<file path="config.mk">
export PLATFORM = sky130hd
export DESIGN_NAME = timeout_wait_queue_scan
export DESIGN_NICKNAME = d
export VERILOG_FILES = /design/src/hdl/tws_pkg.sv /design/src/hdl/tws_list_mem.sv /design/src/hdl/tws_cmp.sv /design/src/hdl/timeout_wait_queue_scan.sv
export SDC_FILE = /design/constraint.sdc
export NUM_CORES = 1
export LEC_CHECK = 0
export BUFFER_PORTS_ARGS = -buffer_cell sky130_fd_sc_hd__buf_2
export CAP_MARGIN = 0
export CELL_PAD_IN_SITES_DETAIL_PLACEMENT = 0
export CELL_PAD_IN_SITES_GLOBAL_PLACEMENT = 1
export CORE_MARGIN = 2
export CORE_UTILIZATION = 54
export CTS_BUF_LIST = sky130_fd_sc_hd__clkbuf_4 sky130_fd_sc_hd__clkbuf_8 sky130_fd_sc_hd__clkbuf_16
export CTS_CLUSTER_SIZE = 16
export DETAILED_ROUTE_END_ITERATION = 16
export PLACE_DENSITY = 0.86
export SLEW_MARGIN = 20
export SYNTH_ARGS = -nofsm -noshare
export SYNTH_HDL_FRONTEND = slang
export SYNTH_SLANG_ARGS = --single-unit
</file>
<file path="constraint.sdc">
create_clock -name clk -period 4.8 [get_ports clk]
set_input_delay 0.48 -clock clk [delete_from_list [all_inputs] [get_ports clk]]
set_output_delay 0.48 -clock clk [all_outputs]
set_load 0.03 [all_outputs]
</file>
<file path="src/hdl/tws_pkg.sv">
// ----------------------------------------------------------------------------
// tws_pkg
// operation and status codes, sequencer states and compare result type
// ----------------------------------------------------------------------------
package tws_pkg;

  localparam logic [1:0] OP_ENQUEUE = 2'd0;
  localparam logic [1:0] OP_MARK    = 2'd1;
  localparam logic [1:0] OP_SCAN    = 2'd2;

  localparam logic [1:0] STATUS_OK       = 2'd0;
  localparam logic [1:0] STATUS_FULL     = 2'd1;
  localparam logic [1:0] STATUS_NOTFOUND = 2'd2;

  typedef enum logic [3:0] {
    ST_IDLE  = 4'b0001,
    ST_SCAN  = 4'b0010,
    ST_SHIFT = 4'b0100,
    ST_RESP  = 4'b1000
  } state_t;

  typedef struct packed {
    logic late;         // entry deadline below current time
    logic below_least;  // entry deadline below running minimum
    logic task_match;   // entry task equals requested task
  } cmp_t;

endpackage

</file>
<file path="src/hdl/tws_list_mem.sv">
// ----------------------------------------------------------------------------
// tws_list_mem
// list storage, one write port and one registered read port
// ----------------------------------------------------------------------------
module tws_list_mem #(
  parameter int DEPTH  = 16,
  parameter int WIDTH  = 41,
  parameter int ADDR_W = 4
) (
  input  logic              clk,
  input  logic              wr_en,
  input  logic [ADDR_W-1:0] wr_addr,
  input  logic [WIDTH-1:0]  wr_data,
  input  logic              rd_en,
  input  logic [ADDR_W-1:0] rd_addr,
  output logic [WIDTH-1:0]  rd_data
);

  logic [WIDTH-1:0] mem [DEPTH];

  always_ff @(posedge clk) begin
    if (wr_en) begin
      mem[wr_addr] <= wr_data;
    end
  end

  always_ff @(posedge clk) begin
    if (rd_en) begin
      rd_data <= mem[rd_addr];
    end
  end

endmodule

</file>
<file path="src/hdl/tws_cmp.sv">
// ----------------------------------------------------------------------------
// tws_cmp
// shared compare unit applied to one list entry per cycle
// ----------------------------------------------------------------------------
module tws_cmp import tws_pkg::*; #(
  parameter int TASK_BITS = 8,
  parameter int TIME_BITS = 32
) (
  input  logic [TASK_BITS-1:0] entry_task,
  input  logic [TIME_BITS-1:0] entry_deadline,
  input  logic [TASK_BITS-1:0] want_task,
  input  logic [TIME_BITS-1:0] now,
  input  logic [TIME_BITS-1:0] least,
  output cmp_t                 res
);

  always_comb begin
    res.late        = entry_deadline < now;
    res.below_least = entry_deadline < least;
    res.task_match  = entry_task == want_task;
  end

endmodule

</file>
<file path="src/hdl/timeout_wait_queue_scan.sv">
// ----------------------------------------------------------------------------
// timeout_wait_queue_scan
// ordered wait list of tasks with deadline and data-arrived scan
// ----------------------------------------------------------------------------
// usage:
//   requests enter on the s_ group (tvalid/tready/tdata/tuser), tuser holds the
//   operation: enqueue, mark data arrived, scan and serve. every request gives
//   exactly one result on the m_ group.
//   the list lives in a single-port-read memory in list order; a small
//   sequencer walks it one entry per cycle through one shared compare unit.
//   steps per request:
//     enqueue or unknown operation : goes straight to result load
//     mark data                    : walks the list, stops at first match
//     scan without hit             : walks the whole list
//     scan with hit                : stops at the hit; the tail after the hit
//                                    is moved down one entry a cycle
//   the read-then-write memory path sets the one-entry-a-cycle pace.
//   s_tready is high only between requests; one request is worked at a time.
//   a finished result sits in the output register; if the receiver stalls,
//   the next request is still taken and waits at its result until m_tready.
//   reset clears the entry count and the handshake state; memory contents are
//   left as they are and are never read before written.
// ----------------------------------------------------------------------------
module timeout_wait_queue_scan import tws_pkg::*; #(
  parameter int LIST_DEPTH = 16,
  parameter int TASK_BITS  = 8,
  parameter int TIME_BITS  = 32
) (
  input  logic clk,
  input  logic rst,
  // request channel
  input  logic                                          s_tvalid,
  output logic                                          s_tready,
  // tdata, from bit 0: task_number, deadline, current_time
  input  logic [((TASK_BITS+2*TIME_BITS+7)/8)*8-1:0]    s_tdata,
  // tuser: operation
  input  logic [1:0]                                    s_tuser,
  // result channel
  output logic                                          m_tvalid,
  input  logic                                          m_tready,
  // tdata, from bit 0: served, served_task, timed_out, next_timeout, status
  output logic [((TASK_BITS+TIME_BITS+4+7)/8)*8-1:0]    m_tdata
);

  localparam int IDX_W  = (LIST_DEPTH > 1) ? $clog2(LIST_DEPTH) : 1;
  localparam int CNT_W  = $clog2(LIST_DEPTH + 1);
  localparam int ENT_W  = TASK_BITS + TIME_BITS + 1;
  localparam int OUT_W  = TASK_BITS + TIME_BITS + 4;
  localparam int OUT_TW = ((OUT_W + 7) / 8) * 8;
  localparam logic [CNT_W-1:0] FULL_COUNT = CNT_W'(LIST_DEPTH);

  // request fields
  logic [TASK_BITS-1:0] in_task;
  logic [TIME_BITS-1:0] in_deadline;
  logic [TIME_BITS-1:0] in_now;
  logic                 s_fire;

  // sequencer state
  state_t               state;
  logic [CNT_W-1:0]     count;     // entries in the list
  logic [CNT_W-1:0]     rd_idx;    // next list position to read
  logic                 pend;      // read data valid this cycle
  logic [IDX_W-1:0]     pos;       // list position of the data in rd_data
  logic [TIME_BITS-1:0] least;     // running minimum deadline
  logic [1:0]           op_r;
  logic [TASK_BITS-1:0] task_r;
  logic [TIME_BITS-1:0] now_r;

  assign in_task     = s_tdata[TASK_BITS-1:0];
  assign in_deadline = s_tdata[TASK_BITS +: TIME_BITS];
  assign in_now      = s_tdata[TASK_BITS+TIME_BITS +: TIME_BITS];
  assign s_tready    = (state == ST_IDLE);
  assign s_fire      = s_tvalid && s_tready;

  // pending result
  logic                 res_served;
  logic [TASK_BITS-1:0] res_task;
  logic                 res_tmo;
  logic [TIME_BITS-1:0] res_next;
  logic [1:0]           res_status;

  // output register
  logic                 out_served;
  logic [TASK_BITS-1:0] out_task;
  logic                 out_tmo;
  logic [TIME_BITS-1:0] out_next;
  logic [1:0]           out_status;

  // memory ports
  logic             wr_en;
  logic [IDX_W-1:0] wr_addr;
  logic [ENT_W-1:0] wr_data;
  logic             issue;
  logic [ENT_W-1:0] rd_data;

  // current entry fields
  logic [TASK_BITS-1:0] e_task;
  logic [TIME_BITS-1:0] e_deadline;
  logic                 e_ready;
  cmp_t                 cmp;
  logic                 scan_hit;
  logic                 mark_hit;
  logic                 walk_done;

  assign e_task     = rd_data[TASK_BITS-1:0];
  assign e_deadline = rd_data[TASK_BITS +: TIME_BITS];
  assign e_ready    = rd_data[ENT_W-1];

  // one read per cycle while list positions remain
  assign issue = ((state == ST_SCAN) || (state == ST_SHIFT)) && (rd_idx < count);
  assign walk_done = !pend && !issue;
  assign scan_hit  = pend && (e_ready || cmp.late);
  assign mark_hit  = pend && cmp.task_match;

  tws_list_mem #(
    .DEPTH  (LIST_DEPTH),
    .WIDTH  (ENT_W),
    .ADDR_W (IDX_W)
  ) u_mem (
    .clk     (clk),
    .wr_en   (wr_en),
    .wr_addr (wr_addr),
    .wr_data (wr_data),
    .rd_en   (issue),
    .rd_addr (rd_idx[IDX_W-1:0]),
    .rd_data (rd_data)
  );

  tws_cmp #(
    .TASK_BITS (TASK_BITS),
    .TIME_BITS (TIME_BITS)
  ) u_cmp (
    .entry_task     (e_task),
    .entry_deadline (e_deadline),
    .want_task      (task_r),
    .now            (now_r),
    .least          (least),
    .res            (cmp)
  );

  // memory write: append at tail, set data flag, or move tail entry down
  always_comb begin
    wr_en   = 1'b0;
    wr_addr = pos;
    wr_data = rd_data;
    case (state)
      ST_IDLE: begin
        if (s_fire && (s_tuser == OP_ENQUEUE) && (count != FULL_COUNT)) begin
          wr_en   = 1'b1;
          wr_addr = count[IDX_W-1:0];
          wr_data = {1'b0, in_deadline, in_task};
        end
      end
      ST_SCAN: begin
        if ((op_r == OP_MARK) && mark_hit) begin
          wr_en   = 1'b1;
          wr_addr = pos;
          wr_data = {1'b1, e_deadline, e_task};
        end
      end
      ST_SHIFT: begin
        if (pend) begin
          wr_en   = 1'b1;
          wr_addr = pos - IDX_W'(1);
          wr_data = rd_data;
        end
      end
      default: begin
        wr_en = 1'b0;
      end
    endcase
  end

  // sequencer
  always_ff @(posedge clk) begin
    if (rst) begin
      state    <= ST_IDLE;
      count    <= '0;
      pend     <= 1'b0;
      m_tvalid <= 1'b0;
    end else begin
      // in ST_RESP the output register is reloaded below
      if (m_tvalid && m_tready && (state != ST_RESP)) begin
        m_tvalid <= 1'b0;
      end
      case (state)
        ST_IDLE: begin
          if (s_fire) begin
            op_r       <= s_tuser;
            task_r     <= in_task;
            now_r      <= in_now;
            rd_idx     <= '0;
            pend       <= 1'b0;
            least      <= '1;
            res_served <= 1'b0;
            res_task   <= '0;
            res_tmo    <= 1'b0;
            res_next   <= '0;
            res_status <= ((s_tuser == OP_ENQUEUE) && (count == FULL_COUNT)) ?
                          STATUS_FULL : STATUS_OK;
            case (s_tuser)
              OP_ENQUEUE: begin
                if (count != FULL_COUNT) begin
                  count <= count + CNT_W'(1);
                end
                state <= ST_RESP;
              end
              OP_MARK, OP_SCAN: begin
                state <= ST_SCAN;
              end
              default: begin
                state <= ST_RESP;
              end
            endcase
          end
        end
        ST_SCAN: begin
          if ((op_r != OP_MARK) && scan_hit) begin
            // data takes precedence over timeout
            res_served <= 1'b1;
            res_task   <= e_task;
            res_tmo    <= !e_ready;
            res_next   <= least;
            rd_idx     <= CNT_W'(pos) + CNT_W'(1);
            pend       <= 1'b0;
            state      <= ST_SHIFT;
          end else begin
            pend <= issue;
            if (issue) begin
              rd_idx <= rd_idx + CNT_W'(1);
              pos    <= rd_idx[IDX_W-1:0];
            end
            if (op_r == OP_MARK) begin
              if (mark_hit) begin
                state <= ST_RESP;
              end else if (walk_done) begin
                res_status <= STATUS_NOTFOUND;
                state      <= ST_RESP;
              end
            end else begin
              if (pend && cmp.below_least) begin
                least <= e_deadline;
              end
              if (walk_done) begin
                res_next <= least;
                state    <= ST_RESP;
              end
            end
          end
        end
        ST_SHIFT: begin
          pend <= issue;
          if (issue) begin
            rd_idx <= rd_idx + CNT_W'(1);
            pos    <= rd_idx[IDX_W-1:0];
          end
          if (walk_done) begin
            count <= count - CNT_W'(1);
            state <= ST_RESP;
          end
        end
        ST_RESP: begin
          if (!m_tvalid || m_tready) begin
            out_served <= res_served;
            out_task   <= res_task;
            out_tmo    <= res_tmo;
            out_next   <= res_next;
            out_status <= res_status;
            m_tvalid   <= 1'b1;
            state      <= ST_IDLE;
          end
        end
        default: begin
          state <= ST_IDLE;
        end
      endcase
    end
  end

  assign m_tdata = OUT_TW'({out_status, out_next, out_tmo, out_task, out_served});

`ifndef NO_ASSERTIONS
  // entry count stays within the list
  a_count_bound: assert property (@(posedge clk) disable iff (rst)
    count <= FULL_COUNT)
    else $error("entry count beyond list depth");

  // compaction never writes below the head of the list
  a_shift_pos: assert property (@(posedge clk) disable iff (rst)
    (state == ST_SHIFT) && pend |-> pos != '0)
    else $error("compaction write below head");

  // leaving compaction removes exactly one entry
  a_shift_dec: assert property (@(posedge clk) disable iff (rst)
    (state == ST_SHIFT) ##1 (state == ST_RESP) |-> count == $past(count) - CNT_W'(1))
    else $error("served entry not removed");

  // a served entry is always reported with ok status
  a_served_ok: assert property (@(posedge clk) disable iff (rst)
    m_tvalid && out_served |-> out_status == STATUS_OK)
    else $error("served result with error status");
`endif

endmodule
</file>
======== Word level (Yosys, flattened, before mapping) ========
Memories as Yosys holds them, arrays and structs flattened. A register that Yosys moved wholly into a read port is not among the register bits.
Index checks and enable logic that the tools add are counted.
cells by class
  add/subtract/negate cells ............... 5
  $lt $le $gt $ge ......................... 3
  eq/ne operators ......................... 26
  muxes and demuxes ....................... 62
  bitwise logic cells ..................... 1
  reduce and logical (&&, ||, !) cells .... 37
operators by type and width
  operator                                       count
  2-to-1 mux 32 bit                              8
  one-hot mux 32 bit (2 select lines)            2
  2-to-1 mux 41 bit                              2
  one-hot mux 41 bit (2 select lines)            1
  less-than comparator 32 bit                    2
  2-to-1 mux 4 bit                               11
  2-to-1 mux 5 bit                               7
  2-to-1 mux 8 bit                               2
  one-hot mux 4 bit (2 select lines)             2
  one-hot mux 4 bit (4 select lines)             1
  one-hot mux 8 bit (2 select lines)             1
  one-hot mux 5 bit (3 select lines)             1
  != test 2 x 1 -> 1 bit, second input constant  7
  logical AND 1 bit                              13
  2-to-1 mux 1 bit                               13
  != test 2 bit, second input constant           6
  AND reduction 3 bit                            4
  adder 5 x 1 -> 5 bit, second input constant    2
  2-to-1 mux 2 bit                               5
  one-hot mux 5 bit (2 select lines)             1
  AND reduction 5 bit                            2
  == test 8 bit                                  1
  AND reduction 7 bit                            1
  != test 3 x 2 -> 1 bit, second input constant  2
  26 further kinds                               37
word-level totals
  bits in registers ....................... 182
  memory bits (writable) .................. 656
  input port bits ......................... 78
  output and inout port bits .............. 50
  logic and storage cells ................. 155
  memories ................................ 1
memories
  memory     depth  width  read ports  clocked after memory_dff  wr ports  RTL line            text
  u_mem.mem  16     41     1           1                         1         tws_list_mem.sv:19  logic [WIDTH-1:0] mem [DEPTH];

======== Logic depth before layout (Yosys ltp) ========
  word-level depth ........................ 10
  gate-level depth with buffers ........... 9
  mapped depth without buffers ............ 9

======== Hierarchy ========
From an unflattened synthesis, not the netlist that was laid out.
unflattened totals
  cells, all modules ...................... 1776
  area total of the unflattened synthesis .. 34979.8 µm²
modules (own cells, without submodules)
  module                   instances  cells each  area an instance (µm²)  seq. area each (µm²)
  tws_list_mem             1          1066        25779.7                 20930.1
  timeout_wait_queue_scan  1          476         7537.2                  5355.1
  tws_cmp                  1          234         1662.8                  0.0

======== Worst setup path after synthesis ========
OpenSTA, ideal clock, no wires.
  path kind ............................... reg-to-reg
  from .................................... register state[1]
  to ...................................... register least[0] (enable)
  setup time .............................. 0.377 ns
  data arrival time ....................... 3.760 ns
  data required time ...................... 4.423 ns
  path slack .............................. 0.664 ns
  cell stages (with the launch flop) ...... 5
  path buffers ............................ 0
  period minus slack after synthesis ...... 4.136 ns
  cell sequence ........................... dfxtp_1 > nor4b_4 > nand2_1 > nor2_1 > a31o_2
between the ends
  cells in the longest elaborated chain, start to end .. 4
  elaborated cells between the ends (all ways) .. 9
  classes of those cells .................. eq/ne: 6; reduce/logical: 3
RTL lines
  what                              RTL line                        text
  start, declared                   timeout_wait_queue_scan.sv:59   state_t state;
  start signal, assigned            timeout_wait_queue_scan.sv:177  state <= ST_IDLE;
  start signal, assigned            timeout_wait_queue_scan.sv:206  state <= ST_RESP;
  start signal, assigned            timeout_wait_queue_scan.sv:209  state <= ST_SCAN;
  == test 4 x 1 -> 1 bit *          timeout_wait_queue_scan.sv:72   assign s_tready = (state == ST_IDLE);
  named net s_tready                timeout_wait_queue_scan.sv:33   output logic s_tready,
  logical AND 1 bit                 timeout_wait_queue_scan.sv:73   assign s_fire = s_tvalid && s_tready;
  != test 2 x 1 -> 1 bit (no line)  --
  AND reduction 6 bit (no line) *   --
  end signal, assigned              timeout_wait_queue_scan.sv:242  least <= e_deadline;
  end, declared                     timeout_wait_queue_scan.sv:64   logic [TIME_BITS-1:0] least;
The timed path passes the listed nets; every way through them passes the cells marked *.
A chain may end at the register's enable or synchronous reset.

======== Worst setup path in the final report ========
  from .................................... register u_mem.rd_data[38], read port of u_mem.mem
  to ...................................... register least[9] (enable)
between the ends
  cells in the longest elaborated chain, start to end .. 6
  elaborated cells between the ends (all ways) .. 9
  classes of those cells .................. order compare: 2; eq/ne: 2; reduce/logical: 5
RTL lines
  what                             RTL line                        text
  start, declared                  tws_list_mem.sv:16              output logic [WIDTH-1:0] rd_data
  less-than comparator 32 bit      tws_cmp.sv:18                   res.late = entry_deadline < now;
  logical OR 1 bit                 timeout_wait_queue_scan.sv:112  assign scan_hit = pend && (e_ready || cmp.late);
  logical AND 1 bit                timeout_wait_queue_scan.sv:112
  logical AND 1 bit                timeout_wait_queue_scan.sv:218  if ((op_r != OP_MARK) && scan_hit) begin
  != test 2 bit (no line)          --
  AND reduction 6 bit (no line) *  --
Every way passes the cells marked *; elsewhere a longest branch is shown, timed or not.

==> metrics.md <==
| Metric | Value |
|---|---|
| Slew margin rel. | 0.233 |
| Clock Sinks | roughly 880 |
| CTS tree | yes |
| Crit path to | least[9] |
| Seq cells post-synth | about 900 |
| Switch Pwr | roughly 3400 uW |
| Ports | approximately 130 |
| Peak VDD IR | 0.000271 V |
| Reg2Reg Capture Point | least[9] |
| Mapped Cells | between 1500 and 2000 |
| Core area | around 64000 um^2 |
| Clock skew | between 0.02 and 0.03 ns |
| CP max stage delay | 0.83 ns |
| Asr flop ratio synth | 0 |
| # Post-CTS Setup Buffers | 0 |
| Initial DRT Pass Iterations | 7 |
| Comb pwr share | 0.061 |
| Commonest cells after routing, fill and taps aside | 868 x edfxtp_1, 205 x mux4_2, 123 x buf_2, 85 x clkbuf_16 |
| Routability cong. | 0.874 |
| Crit path kind | flop to flop |
| Post-DRT Antenna Nets | 0 |
| Sequential fraction of design power | 0.535 |
| Initial Utilization | 0.545 |
| H-tree levels | 3 |
| Switching share of power | 0.210 |
| Clk pin slew, worst setup/hold paths | roughly 0.060 ns |
| Reg2Reg Depth | 7 |
| Clk pwr share | 0.404 |
| Residual DRC | 0 |
| CP max stage cell | a31o_2 |
| Power per Cell Area | just over 400 nW/um^2 |
| Critical path arrival | roughly 3.8 ns |
| Reg-to-reg critical path startpoint | u_mem.rd_data[38] |
| First-pass GRT wire length | approximately 120 mm |
| Critical path fanouts, max | 32 |
| Post-CTS Resized | 0 |
| Pleak | ~0.013 uW |
| Setup crit start | u_mem.rd_data[38] |
| Worst-path cell chain | ha_1, nand4_1, nor4_1, nor3b_1, a211oi_1, nor2b_1, a31o_2 |
| Nets | about 2000 |
| Final period util | 0.740 |
| WP data required | just over 5 ns |
| Initial antenna violation count | 5 |
| Clock network latency to the later pin of the worst-skew pair | around 0.64 ns |
| RSZ-0062 raised after global routing | false |
| Post-route minimum period | roughly 3.6 ns |
| Avg Vias per Cell | around 6.3 |
| Die ar. | approximately 67000 um^2 |
| Hpwl dp | 44.0 mm |
| Vias in the first global route | approximately 18000 |
| Synthesized area | 35100 um^2 |
| Power Internal | approximately 13000 uW |
| Final wirelength | roughly 83 mm |
| Die width | 259 um |
| Hold Crit Class | input pin to flop |
| Worst Max-Slew Pin Slew | 1.15 ns |
| Synth warn | 0 |
| Port bufs | 123 |
| Syn avg cell area | between 20 and 25 um^2 |
| Post-synth top flop | edfxtp_1 |
| Layout Utilization | 0.617 |
| Max Freq | 282 MHz |
| Largest net degree at the start of global routing | ~170 |
| Max-Cap Viols | 0 |
| Sequential-to-total area share from yosys stat | 0.750 |
| CTS Hold Bufs | 0 |
| Reg2reg setup slack | 1.25 ns |
| Iter 0 DRT Violations | about 2400 |
| Setup tns final | 0 ns |
| Die height | between 200 and 300 um |
| Layout cells sized above 1 | 0.297 |
| Post-synth EDFFs | about 870 |
| GRT Residual Overflow | 0 |
| Vias | ~18000 |
| Std cell rows | between 90 and 100 |
| Area delta synth->final | 13.3% |
| Synth unique cells | 67 |
| Worst-case clock buffer depth | 3 |
| CP Launch Type | flop |
| GRT Total Usage | 0.250 |
| Most common cell after layout, fill and taps aside | edfxtp_1 |
| Setup crit end kind | flop |
| Final-report hold violation count | 0 |
| Status | completed |
| Final setup fails | 0 |
| Mean routed wirelength per cell | a little under 30 um |
| Root buf cell | clkbuf_16 |
| Cts bufs inserted | between 80 and 90 |
| Slew Limit Fails | 0 |
[through the flow]
stage	area (um^2)	instances	hold slack (ns)	worst slack [ns]	power [uW]
finish	39700	2787	0.0324	1.25	16000
global route	39700	2786	0.0178	0.964	16400
CTS	39700	2786	0.00582	1.24	16100
detailed placement	37000	2637	0.405	1.26	9690
global placement	37000	2637	0.401	1.39	9670
floorplan	35100	1693	0.400	0.664	9400
[layer usage]
metal	GRT usage	share of wire	up-vias
met5	0	0.00042	-
li1	-	-	7218
met3	0.0519	0.099	141
met4	0.0864	0.028	6
met1	0.339	0.38	9145
met2	0.410	0.50	1053
[how the worst min path moves through the flow]
| stage | endpoint | startpoint | slack [ns] | cells past startpoint |
|---|---|---|---|---|
| floorplan | out_next[0] | res_next[0] | 0.40 | 0 |
| global route | now_r[0] | s_tdata[40] | 0.02 | 1 |
| detailed placement | out_next[30] | res_next[30] | 0.41 | 0 |
| finish | now_r[0] | s_tdata[40] | 0.03 | 1 |
| global placement | out_next[26] | res_next[26] | 0.40 | 0 |
| CTS | now_r[26] | s_tdata[66] | 0.006 | 1 |
[registers in the layout (all words and copies together) (netlist names), 2 cells and up]
name / cells
rd_idx: 5
u_mem.mem: 656
op_r: 2
pos: 4
out_next: 32
task_r: 8
state: 4
u_mem.rd_data: 41
count: 5
res_status: 2
out_status: 2
least: 32
out_task: 8
now_r: 32
res_task: 8
res_next: 32
[power groups by stage]
stage	sequential, uW	clock, uW	combinational, uW
2_1_floorplan	8720	0	685
3_3_place_gp	8720	0	947
3_5_place_dp	8730	0	963
4_1_cts	8560	6520	984
5_1_grt	8570	6790	1040
6_report	8560	6470	982
[cells by family after synthesis]
logic type | after synthesis | share of synthesized area
multiplexers | 249 | 0.149
XOR/XNOR | 18 | 0.00450
AND/OR/NAND/NOR | 227 | 0.0337
adder cells (fa/ha/maj) | 74 | 0.0266
flip-flops | 879 | 0.750
buffers and inverters | 144 | 0.0180
other | 1 | 0.000107
AO/OA/AOI/OAI | 98 | 0.0185
[critical path, delay by kind of cell (launching register included)]
| family | cells | cell delay, ns |
|---|---|---|
| AND/OR/NAND/NOR | 4 | 1.37 |
| AO/OA/AOI/OAI | 2 | 0.97 |
| flip-flops | 1 | 0.45 |
| adder cells (fa/ha/maj) | 1 | 0.36 |
[final cells by class]
type                            instances  area (um^2)
Inverter                               75          287
Tap cell                              855         1070
Fill cell                            4216        24600
Clock inverter                         44          388
Multi-Input combinational cell        670         8300
Sequential cell                       879        26300
Antenna cell                            1         2.50
Timing Repair Buffer                  158         1100
Clock buffer                          105         2280
[synth_stat cells (3+ instances only)]
library cell | number | area [um^2]
a31o_2 | 3 | 26.3
mux4_2 | 205 | 4620
nand3b_1 | 3 | 22.5
or2_2 | 4 | 25.0
nor2b_1 | 8 | 50.1
mux2i_1 | 4 | 40.0
clkbuf_1 | 34 | 128
edfxtp_1 | 868 | 26100
and2_1 | 10 | 62.6
o21ai_0 | 19 | 95.1
a211oi_1 | 5 | 37.5
ha_1 | 73 | 913
o211ai_1 | 3 | 22.5
nor4_1 | 4 | 25.0
nand2_1 | 43 | 161
buf_1 | 6 | 22.5
buf_6 | 4 | 45.0
xnor2_1 | 14 | 123
and4_1 | 3 | 26.3
nand2_2 | 4 | 25.0
inv_1 | 73 | 274
xor2_1 | 4 | 35.0
nand3_1 | 15 | 75.1
dfxtp_1 | 11 | 220
nor2_1 | 71 | 267
o21a_1 | 3 | 22.5
buf_4 | 10 | 75.1
buf_2 | 15 | 75.1
mux2_2 | 11 | 124
nand4_1 | 10 | 62.6
a21o_1 | 3 | 22.5
o32ai_1 | 3 | 26.3
a31oi_1 | 6 | 37.5
a21oi_1 | 34 | 170
nand2b_1 | 37 | 231
mux2_4 | 29 | 435
Note: power is estimated with default switching activity, not from simulation.
